==> config.mk <==
export PLATFORM = sky130hd
export DESIGN_NAME = brace_indent_formatter_core
export DESIGN_NICKNAME = d
export VERILOG_FILES = /design/src/sv/bif_pkg.sv /design/src/sv/brace_indent_formatter_core.sv /design/src/sv/bif_front.sv /design/src/sv/bif_queue.sv /design/src/sv/bif_back.sv
export SDC_FILE = /design/constraint.sdc
export NUM_CORES = 1
export LEC_CHECK = 0
export ABC_AREA = 1
export BUFFER_PORTS_ARGS = -buffer_cell sky130_fd_sc_hd__buf_2
export CAP_MARGIN = 30
export CELL_PAD_IN_SITES_DETAIL_PLACEMENT = 1
export CELL_PAD_IN_SITES_GLOBAL_PLACEMENT = 2
export CORE_MARGIN = 3
export CORE_UTILIZATION = 38
export CTS_CLUSTER_DIAMETER = 120
export CTS_CLUSTER_SIZE = 10
export DETAILED_ROUTE_END_ITERATION = 10
export PLACE_DENSITY = 0.91
export SLEW_MARGIN = 0
export SYNTH_ARGS = -nofsm -noshare
export SYNTH_HDL_FRONTEND = slang
export SYNTH_HIERARCHICAL = 1
export SYNTH_SLANG_ARGS = --single-unit
==> constraint.sdc <==
create_clock -name i_clk -period 4.57 [get_ports i_clk]
set_clock_uncertainty 0.2 [all_clocks]
set_input_delay 0.2285 -clock i_clk [delete_from_list [all_inputs] [get_ports i_clk]]
set_output_delay 0.2285 -clock i_clk [all_outputs]
set_load 0.1 [all_outputs]
==> src/sv/bif_pkg.sv <==
// ----------------------------------------------------------------------------
// bif_pkg
// shared types and character codes for the brace indent formatter
// ----------------------------------------------------------------------------
package bif_pkg;

    localparam logic [7:0] CH_LBRACE = 8'h7B;
    localparam logic [7:0] CH_RBRACE = 8'h7D;
    localparam logic [7:0] CH_SEMI   = 8'h3B;
    localparam logic [7:0] CH_COMMA  = 8'h2C;
    localparam logic [7:0] CH_BTICK  = 8'h60;
    localparam logic [7:0] CH_BSLASH = 8'h5C;
    localparam logic [7:0] CH_DQUOTE = 8'h22;
    localparam logic [7:0] CH_SQUOTE = 8'h27;
    localparam logic [7:0] CH_RPAREN = 8'h29;
    localparam logic [7:0] CH_SPACE  = 8'h20;
    localparam logic [7:0] CH_NL     = 8'h0A;
    localparam logic [7:0] CH_NUL    = 8'h00;

    localparam logic [7:0] CSD_RESET = 8'd2;

    // job queue geometry
    localparam int QDEPTH = 4;
    localparam int QAW    = 2;

    // one formatted source byte: up to three results
    typedef struct packed {
        logic [7:0] c;          // the byte itself
        logic [1:0] n;          // number of results, 1 to 3
        logic [2:0] brk;        // slot is a line break
        logic       sp;         // second slot is an added space
        logic [7:0] ind;        // indent carried by the breaks
        logic       run_last;   // last job of its request
        logic       stream_end; // last job of the text
    } t_job;

    typedef struct packed {
        logic v0;
        logic v1;
        t_job d0;
        t_job d1;
    } t_qpush;

    typedef struct packed {
        logic valid;
        logic room;             // at least two free entries
        t_job job;
    } t_qstat;

endpackage

==> src/sv/brace_indent_formatter_core.sv <==
// ----------------------------------------------------------------------------
// brace_indent_formatter_core
// re-emits source text as bytes and indented line breaks
// ----------------------------------------------------------------------------
// Each source byte request on the slave stream is turned into a job by the
// front end, which holds one byte back and tracks quoting and brace depth;
// a four-entry job queue feeds the back end, which produces one result per
// clock into the output register unless the output stalls. A byte giving
// one result is taken every cycle unless the queue or output stalls; a byte
// giving more (at most six for the final byte) holds the back end until all
// are issued, and input stalls once fewer than two queue entries are free.
// The comma spacing depth is written on the cfg channel, which is always
// ready and is meant to be written only while the block is idle.
module brace_indent_formatter_core #(
    parameter int MAX_INDENT = 255
) (
    input  logic        i_clk,
    input  logic        i_rst_n,
    input  logic        i_cfg_valid,
    output logic        o_cfg_ready,
    input  logic [7:0]  i_cfg_data,
    input  logic        s_axis_tvalid,
    output logic        s_axis_tready,
    input  logic [7:0]  s_axis_tdata,   // in_byte
    input  logic        s_axis_tlast,   // end_of_text
    output logic        m_axis_tvalid,
    input  logic        m_axis_tready,
    output logic [15:0] m_axis_tdata,   // out_byte, indent_units
    output logic [1:0]  m_axis_tuser,   // kind, stream_end
    output logic        m_axis_tlast    // run_last
);
    import bif_pkg::*;

    t_qpush     push;
    t_qstat     qstat;
    logic       pop;
    logic       kind;
    logic [7:0] obyte;
    logic [7:0] oind;
    logic       rl;
    logic       se;

    assign o_cfg_ready = 1'b1;

    bif_front #(
        .MAX_INDENT (MAX_INDENT)
    ) u_front (
        .i_clk       (i_clk),
        .i_rst_n     (i_rst_n),
        .i_cfg_valid (i_cfg_valid),
        .i_cfg_data  (i_cfg_data),
        .i_valid     (s_axis_tvalid),
        .i_byte      (s_axis_tdata),
        .i_last      (s_axis_tlast),
        .o_ready     (s_axis_tready),
        .i_qstat     (qstat),
        .o_push      (push)
    );

    bif_queue u_queue (
        .i_clk   (i_clk),
        .i_rst_n (i_rst_n),
        .i_push  (push),
        .i_pop   (pop),
        .o_stat  (qstat)
    );

    bif_back u_back (
        .i_clk        (i_clk),
        .i_rst_n      (i_rst_n),
        .i_qstat      (qstat),
        .o_pop        (pop),
        .o_valid      (m_axis_tvalid),
        .i_ready      (m_axis_tready),
        .o_kind       (kind),
        .o_byte       (obyte),
        .o_ind        (oind),
        .o_run_last   (rl),
        .o_stream_end (se)
    );

    assign m_axis_tdata = {oind, obyte};
    assign m_axis_tuser = {se, kind};
    assign m_axis_tlast = rl;

endmodule

==> src/sv/bif_front.sv <==
// ----------------------------------------------------------------------------
// bif_front
// holds one byte back, tracks quotes and brace depth, and turns each
// formatted byte into a job for the queue
// ----------------------------------------------------------------------------
module bif_front #(
    parameter int MAX_INDENT = 255
) (
    input  logic            i_clk,
    input  logic            i_rst_n,
    input  logic            i_cfg_valid,
    input  logic [7:0]      i_cfg_data,
    input  logic            i_valid,
    input  logic [7:0]      i_byte,
    input  logic            i_last,
    output logic            o_ready,
    input  bif_pkg::t_qstat i_qstat,
    output bif_pkg::t_qpush o_push
);
    import bif_pkg::*;

    localparam int DW = $clog2(MAX_INDENT + 1);

    typedef struct packed {
        logic          in_q;
        logic [7:0]    qb;
        logic          esc;
        logic [DW-1:0] depth;
    } t_fst;

    typedef struct packed {
        t_fst st;
        t_job job;
    } t_fres;

    function automatic t_fres fmt(input logic [7:0] c, input logic [7:0] nx,
                                  input t_fst s, input logic [7:0] csd);
        t_fres         r;
        logic [DW-1:0] d;
        r         = '0;
        r.st      = s;
        r.job.c   = c;
        r.job.n   = 2'd1;
        d         = s.depth;
        if (s.in_q) begin
            if (s.esc) begin
                r.st.esc = 1'b0;
            end else if (c == CH_BSLASH) begin
                r.st.esc = 1'b1;
            end else if (c == s.qb) begin
                r.st.in_q = 1'b0;
            end
        end else if (c == CH_DQUOTE || c == CH_SQUOTE || c == CH_BTICK) begin
            r.st.in_q = 1'b1;
            r.st.qb   = c;
        end else if (c == CH_LBRACE) begin
            if (32'(d) < 32'(MAX_INDENT)) d = d + DW'(1);
            r.job.n   = 2'd2;
            r.job.brk = 3'b010;
        end else if (c == CH_RBRACE) begin
            if (d != '0) d = d - DW'(1);
            r.job.brk = 3'b101;
            if (nx == CH_COMMA || nx == CH_SEMI || nx == CH_RPAREN ||
                nx == CH_RBRACE || nx == CH_NUL) begin
                r.job.n = 2'd2;
            end else begin
                r.job.n = 2'd3;
            end
        end else if (c == CH_SEMI) begin
            r.job.brk = 3'b010;
            if (nx == CH_RBRACE || nx == CH_NUL || nx == CH_NL) begin
                r.job.n = 2'd1;
            end else begin
                r.job.n = 2'd2;
            end
        end else if (c == CH_COMMA && 32'(d) <= 32'(csd) &&
                     nx != CH_SPACE && nx != CH_NL) begin
            r.job.n  = 2'd2;
            r.job.sp = 1'b1;
        end
        r.st.depth = d;
        r.job.ind  = (32'(d) > 32'd255) ? 8'hFF : 8'(d);
        return r;
    endfunction

    logic [7:0] r_csd;
    logic [7:0] r_held;
    logic       r_held_v;
    t_fst       r_st;

    t_fres fa;
    t_fres fb;
    t_fst  st_a;
    logic  acc;

    assign o_ready = i_qstat.room;
    assign acc     = i_valid && i_qstat.room;

    always_comb begin
        fa   = fmt(r_held, i_byte, r_st, r_csd);
        st_a = r_held_v ? fa.st : r_st;
        fb   = fmt(i_byte, CH_NUL, st_a, r_csd);
        fa.job.run_last   = !i_last;
        fa.job.stream_end = 1'b0;
        fb.job.run_last   = 1'b1;
        fb.job.stream_end = 1'b1;
    end

    always_comb begin
        o_push = '0;
        if (r_held_v) begin
            o_push.v0 = acc;
            o_push.d0 = fa.job;
            o_push.v1 = acc && i_last;
            o_push.d1 = fb.job;
        end else begin
            o_push.v0 = acc && i_last;
            o_push.d0 = fb.job;
            o_push.d1 = fb.job;
        end
    end

    always_ff @(posedge i_clk) begin
        if (!i_rst_n) begin
            r_csd    <= CSD_RESET;
            r_held   <= '0;
            r_held_v <= 1'b0;
            r_st     <= '0;
        end else begin
            if (i_cfg_valid) r_csd <= i_cfg_data;
            if (acc) begin
                if (i_last) begin
                    r_held   <= '0;
                    r_held_v <= 1'b0;
                    r_st     <= '0;
                end else begin
                    r_held   <= i_byte;
                    r_held_v <= 1'b1;
                    r_st     <= st_a;
                end
            end
        end
    end

endmodule

==> src/sv/bif_queue.sv <==
// ----------------------------------------------------------------------------
// bif_queue
// short job queue between front and back, two writes and one read a cycle
// ----------------------------------------------------------------------------
module bif_queue (
    input  logic            i_clk,
    input  logic            i_rst_n,
    input  bif_pkg::t_qpush i_push,
    input  logic            i_pop,
    output bif_pkg::t_qstat o_stat
);
    import bif_pkg::*;

    t_job           r_mem [QDEPTH];
    logic [QAW-1:0] r_wr;
    logic [QAW-1:0] r_rd;
    logic [QAW:0]   r_cnt;
    logic [QAW:0]   n_cnt;
    logic           pop;

    assign pop = i_pop && (r_cnt != '0);

    always_comb begin
        n_cnt = r_cnt + (QAW+1)'(i_push.v0) + (QAW+1)'(i_push.v1) - (QAW+1)'(pop);
    end

    assign o_stat.valid = (r_cnt != '0);
    assign o_stat.room  = (r_cnt <= (QAW+1)'(QDEPTH - 2));
    assign o_stat.job   = r_mem[r_rd];

    always_ff @(posedge i_clk) begin
        if (i_push.v0) r_mem[r_wr] <= i_push.d0;
        if (i_push.v1) r_mem[r_wr + QAW'(1)] <= i_push.d1;
    end

    always_ff @(posedge i_clk) begin
        if (!i_rst_n) begin
            r_wr  <= '0;
            r_rd  <= '0;
            r_cnt <= '0;
        end else begin
            r_wr  <= r_wr + QAW'(i_push.v0) + QAW'(i_push.v1);
            if (pop) r_rd <= r_rd + QAW'(1);
            r_cnt <= n_cnt;
        end
    end

    a_no_overflow: assert property (@(posedge i_clk) disable iff (!i_rst_n)
        (i_push.v0 || i_push.v1) |-> (r_cnt <= (QAW+1)'(QDEPTH - 2)))
        else $error("job queue written without room");

    a_push_order: assert property (@(posedge i_clk) disable iff (!i_rst_n)
        i_push.v1 |-> i_push.v0)
        else $error("second job pushed without the first");

endmodule

==> src/sv/bif_back.sv <==
// ----------------------------------------------------------------------------
// bif_back
// expands the head job into its results, one a cycle unless the output stalls, into the output register
// ----------------------------------------------------------------------------
module bif_back (
    input  logic            i_clk,
    input  logic            i_rst_n,
    input  bif_pkg::t_qstat i_qstat,
    output logic            o_pop,
    output logic            o_valid,
    input  logic            i_ready,
    output logic            o_kind,
    output logic [7:0]      o_byte,
    output logic [7:0]      o_ind,
    output logic            o_run_last,
    output logic            o_stream_end
);
    import bif_pkg::*;

    logic [1:0] r_idx;
    logic       r_ov;
    logic       r_kind;
    logic [7:0] r_byte;
    logic [7:0] r_ind;
    logic       r_rl;
    logic       r_se;

    logic       load;
    logic       slot_last;
    logic       brk;
    logic [7:0] sbyte;
    t_job       hj;

    assign hj        = i_qstat.job;
    assign load      = i_qstat.valid && (!r_ov || i_ready);
    assign slot_last = (r_idx == hj.n - 2'd1);
    assign brk       = hj.brk[r_idx];
    assign o_pop     = load && slot_last;

    always_comb begin
        if (brk) begin
            sbyte = '0;
        end else if (r_idx == 2'd1 && hj.sp) begin
            sbyte = CH_SPACE;
        end else begin
            sbyte = hj.c;
        end
    end

    always_ff @(posedge i_clk) begin
        if (load) begin
            r_kind <= brk;
            r_byte <= sbyte;
            r_ind  <= brk ? hj.ind : 8'd0;
            r_rl   <= slot_last && hj.run_last;
            r_se   <= slot_last && hj.stream_end;
        end
    end

    always_ff @(posedge i_clk) begin
        if (!i_rst_n) begin
            r_idx <= '0;
            r_ov  <= 1'b0;
        end else begin
            if (load) begin
                r_ov  <= 1'b1;
                r_idx <= slot_last ? 2'd0 : r_idx + 2'd1;
            end else if (i_ready) begin
                r_ov <= 1'b0;
            end
        end
    end

    assign o_valid      = r_ov;
    assign o_kind       = r_kind;
    assign o_byte       = r_byte;
    assign o_ind        = r_ind;
    assign o_run_last   = r_rl;
    assign o_stream_end = r_se;

    a_slot_range: assert property (@(posedge i_clk) disable iff (!i_rst_n)
        i_qstat.valid |-> (hj.n != 2'd0 && r_idx < hj.n))
        else $error("result slot beyond job length");

    a_end_is_last: assert property (@(posedge i_clk) disable iff (!i_rst_n)
        (r_ov && r_se) |-> r_rl)
        else $error("end of text on a result that does not close its request");

endmodule
==> flow_summary.json <==
{
  "hp-class": "primary input to flop",
  "row_count": 59,
  "die_w_um": 169,
  "start_kind": "flop",
  "syn_avg_cell_area_um2": 7.77,
  "finalSetupViolCount": 0,
  "viasPerCell": 5.32,
  "min_period_ns": 4.13,
  "overflow": 0,
  "synth_compound_area_share_pct": 15.2,
  "powerDensity_nw_per_um2": 457,
  "synth-edff-count": 115,
  "grt_util_all_layers_pct": 21.8,
  "synth_top_area_share_pct": 34.0,
  "grt_max_degree": 49,
  "cts_buffer_depth": 2,
  "n_fill_cell": 3221,
  "maxCapViolations": 0,
  "io_pins": 44,
  "syn2layout_area_growth_pct": 11.9,
  "cts_max_level": 4,
  "ys.flop_type": "edfxtp_1",
  "setup-tns-final_ns": 0,
  "drc": 0,
  "final_layout_size_suffix_gt1_share_pct": 13.8,
  "finalCritPeriodShare_pct": 90.4,
  "synth_common_cells": "nand2_1 (318), inv_1 (132), o21ai_0 (129)",
  "ys_types": 53,
  "grt_pass1_wl_um": 49600,
  "cts.clk_slew.worst_paths_ns": 0.07,
  "fin_total_pwr_w": 0.00519,
  "antenna_found_initial": 0,
  "synth_fa_ha_area_share_pct": 3.55,
  "vias": 8985,
  "stdcell_count": 1689,
  "start_util_pct": 38.8,
  "ir_drop_mv": 0.209,
  "post-cts-setup-buffer-count": 0,
  "gp_congestion": 0.905,
  "cts_buffers": 17,
  "cts_tree": "done",
  "root_buffer": "clkbuf_16",
  "timing.slew.headroom_pct": 25.6,
  "rsz0062_at_grt": "no",
  "cp.required_ns": 4.53,
  "yosys.area_share.simple_pct": 27.5,
  "synthMuxAreaShare_pct": 0,
  "core_region_area_um2": 26100,
  "fmax_mhz": 242,
  "die_area_um2": 28700,
  "die_h_um": 169,
  "synthTopCellsByArea": "edfxtp_1 (34%), nand2_1 (12%), dfxtp_1 (9.3%)",
  "path_class": "flop to flop",
  "endpoint_kind": "flop",
  "ant_nets": 0,
  "multi_input_area_um2": 4800,
  "crit_chain": "ha_1 -> nand3_1 -> inv_1 -> nand2_2 -> nand2_1 -> o21ai_0 -> nand2_1 -> nand3_1 -> nand2_1 -> nand2_1 -> ha_1 -> a21oi_1 -> o21ai_0 -> a21oi_1 -> o21a_1 -> inv_1 -> nand3_1 -> nand2_1 -> o21bai_2 -> o41ai_1 -> nand2_1 -> o21ai_0",
  "seqCellArea_um2": 4390,
  "cp_common_cell": "nand2_1",
  "clock-sinks": 162,
  "yosys.area.top_type": "edfxtp_1",
  "hold_viol": 0,
  "diodes": 0,
  "dp_cells": 1636,
  "clock_latency_ns": 0.44,
  "portBuffers": 42,
  "crit_fanout": 9,
  "slowest_stage": "dfxtp_1",
  "yosys_warnings": 6,
  "synth_top_family_by_area": "simple AND/OR/NAND/NOR gates",
  "routedWlPerCell_um": 18.1,
  "hpwl_um": 21700,
  "syn-cell-area_um2": 10100,
  "status": "finished clean",
  "synthXorXnorAreaFrac_pct": 0.518,
  "async_flop_share_pct": 0,
  "cp.arrival_ns": 4.09,
  "layout_setup_ws_ns": 0.437,
  "pre_cts_ws_ns": 0.362,
  "seq_area_frac_synth_pct": 43.3,
  "leakagePower_nw": 4.75,
  "yosysMostFrequentCell": "nand2_1",
  "ys_seq_elements": 162,
  "drv_slew": 0,
  "detail_route.iter0.violations": 483,
  "grt_pass1_vias": 9350,
  "syn_inst": 1306,
  "wirelength_um": 30600,
  "layout.nets": 1390,
  "critical-path-max-stage-delay_ns": 0.49,
  "dr.pass1.iters": 5,
  "tightest_slew_ns": 1.10
}
power by group:
group / switching (W) / total (W) / internal [W]
clock network: 0.000721 / 0.00147 / 0.000744
registers: 0.0000896 / 0.00194 / 0.00185
logic: 0.00143 / 0.00178 / 0.000349
worst max-delay path, delay by kind of cell, from the launching register on:
| family | cells | cell delay [ns] |
|---|---|---|
| adder cells (fa/ha/maj) | 2 | 0.63 |
| buffers and inverters | 2 | 0.19 |
| flip-flops | 1 | 0.49 |
| AO/OA/AOI/OAI | 8 | 1.16 |
| AND/OR/NAND/NOR | 10 | 1.19 |
cell families (layout without fill, tap and decap cells):
group	Yosys count	in the layout
AO/OA/AOI/OAI	282	282
XOR/XNOR	6	6
adder cells (fa/ha/maj)	27	27
buffers and inverters	217	264
flip-flops	162	162
other	2	3
AND/OR/NAND/NOR	610	610
timing repair:
action | 4_1_cts | 5_1_grt
hold buffers | 21 | 0
hold endpoints to repair | 18 | 0
setup endpoints to repair | 0 | 4
resized for setup | 0 | 1
worst paths after layout:
path                                       start                   end  slack (ns)  cells past startpoint
worst max-delay path             u_front/r_st[0]  u_queue/r_mem[1][14]        0.44                     22
worst min-delay path                 i_cfg_valid      u_front/r_csd[3]        0.04                      3
worst max register to register   u_front/r_st[0]  u_queue/r_mem[1][14]        0.44                     22
worst min register to register  u_front/r_st[16]      u_front/r_st[16]        0.26                      2
placed cells by master (no fill, tap or decap), types with 4 or more instances in the layout:
cell           count
nand3_4            5
nand2_1          318
clkinv_8           5
inv_2             13
ha_1              24
clkbuf_16         17
nand3_2            5
nor2_1           125
buf_2             42
edfxtp_1         115
xor2_1             6
dfxtp_1           47
o21ai_2           10
nor3_1            14
buf_4             20
nand2_2           26
nand4_1           11
o21ai_0          129
a21oi_1           56
and2_1             4
o22ai_1           26
dlygate4sd3_1     21
nor2_4             9
nand3_1           69
nor2_2             8
inv_1            132
o21ai_1           38
nand2_4            5
metal layers:
| layer | track usage (%) | up-vias | share of wire [%] |
|---|---|---|---|
| li1 | - | 4401 | - |
| met1 | 27.8 | 4382 | 46 |
| met2 | 39.2 | 174 | 50 |
| met3 | 3.31 | 28 | 3.5 |
| met4 | 4.80 | 0 | 1.1 |
| met5 | 0 | - | 0 |
flip-flops by register name, indices dropped and copies added, names as in the netlist, 2 cells and up, named ones only:
register        flops
u_front/r_st       18
u_front/r_held      8
u_front/r_csd       8
u_queue/r_cnt       3
u_back/o_ind        8
u_queue/r_mem      96
u_queue/r_wr        2
u_back/o_byte       8
u_back/r_idx        2
u_queue/r_rd        2
per-stage QoR:
stage | hold WS, ns | util, % | instance area (µm²)
finish | 0.0430 | 43.5 | 11400
global route | 0.0489 | 43.5 | 11400
CTS | 0.0138 | 43.4 | 11400
detailed placement | 0.252 | 40.3 | 10500
global placement | 0.248 | 40.3 | 10500
floorplan | 0.122 | - | 10100
final cells by class:
type | instances | area share, %
Inverter | 149 | 4.94
Clock buffer | 17 | 3.75
Clock inverter | 15 | 1.62
Tap cell | 335 | 3.69
Timing Repair Buffer | 83 | 5.02
Multi-Input combinational cell | 928 | 42.3
Sequential cell | 162 | 38.7
Power figures use the tool's default switching activity.
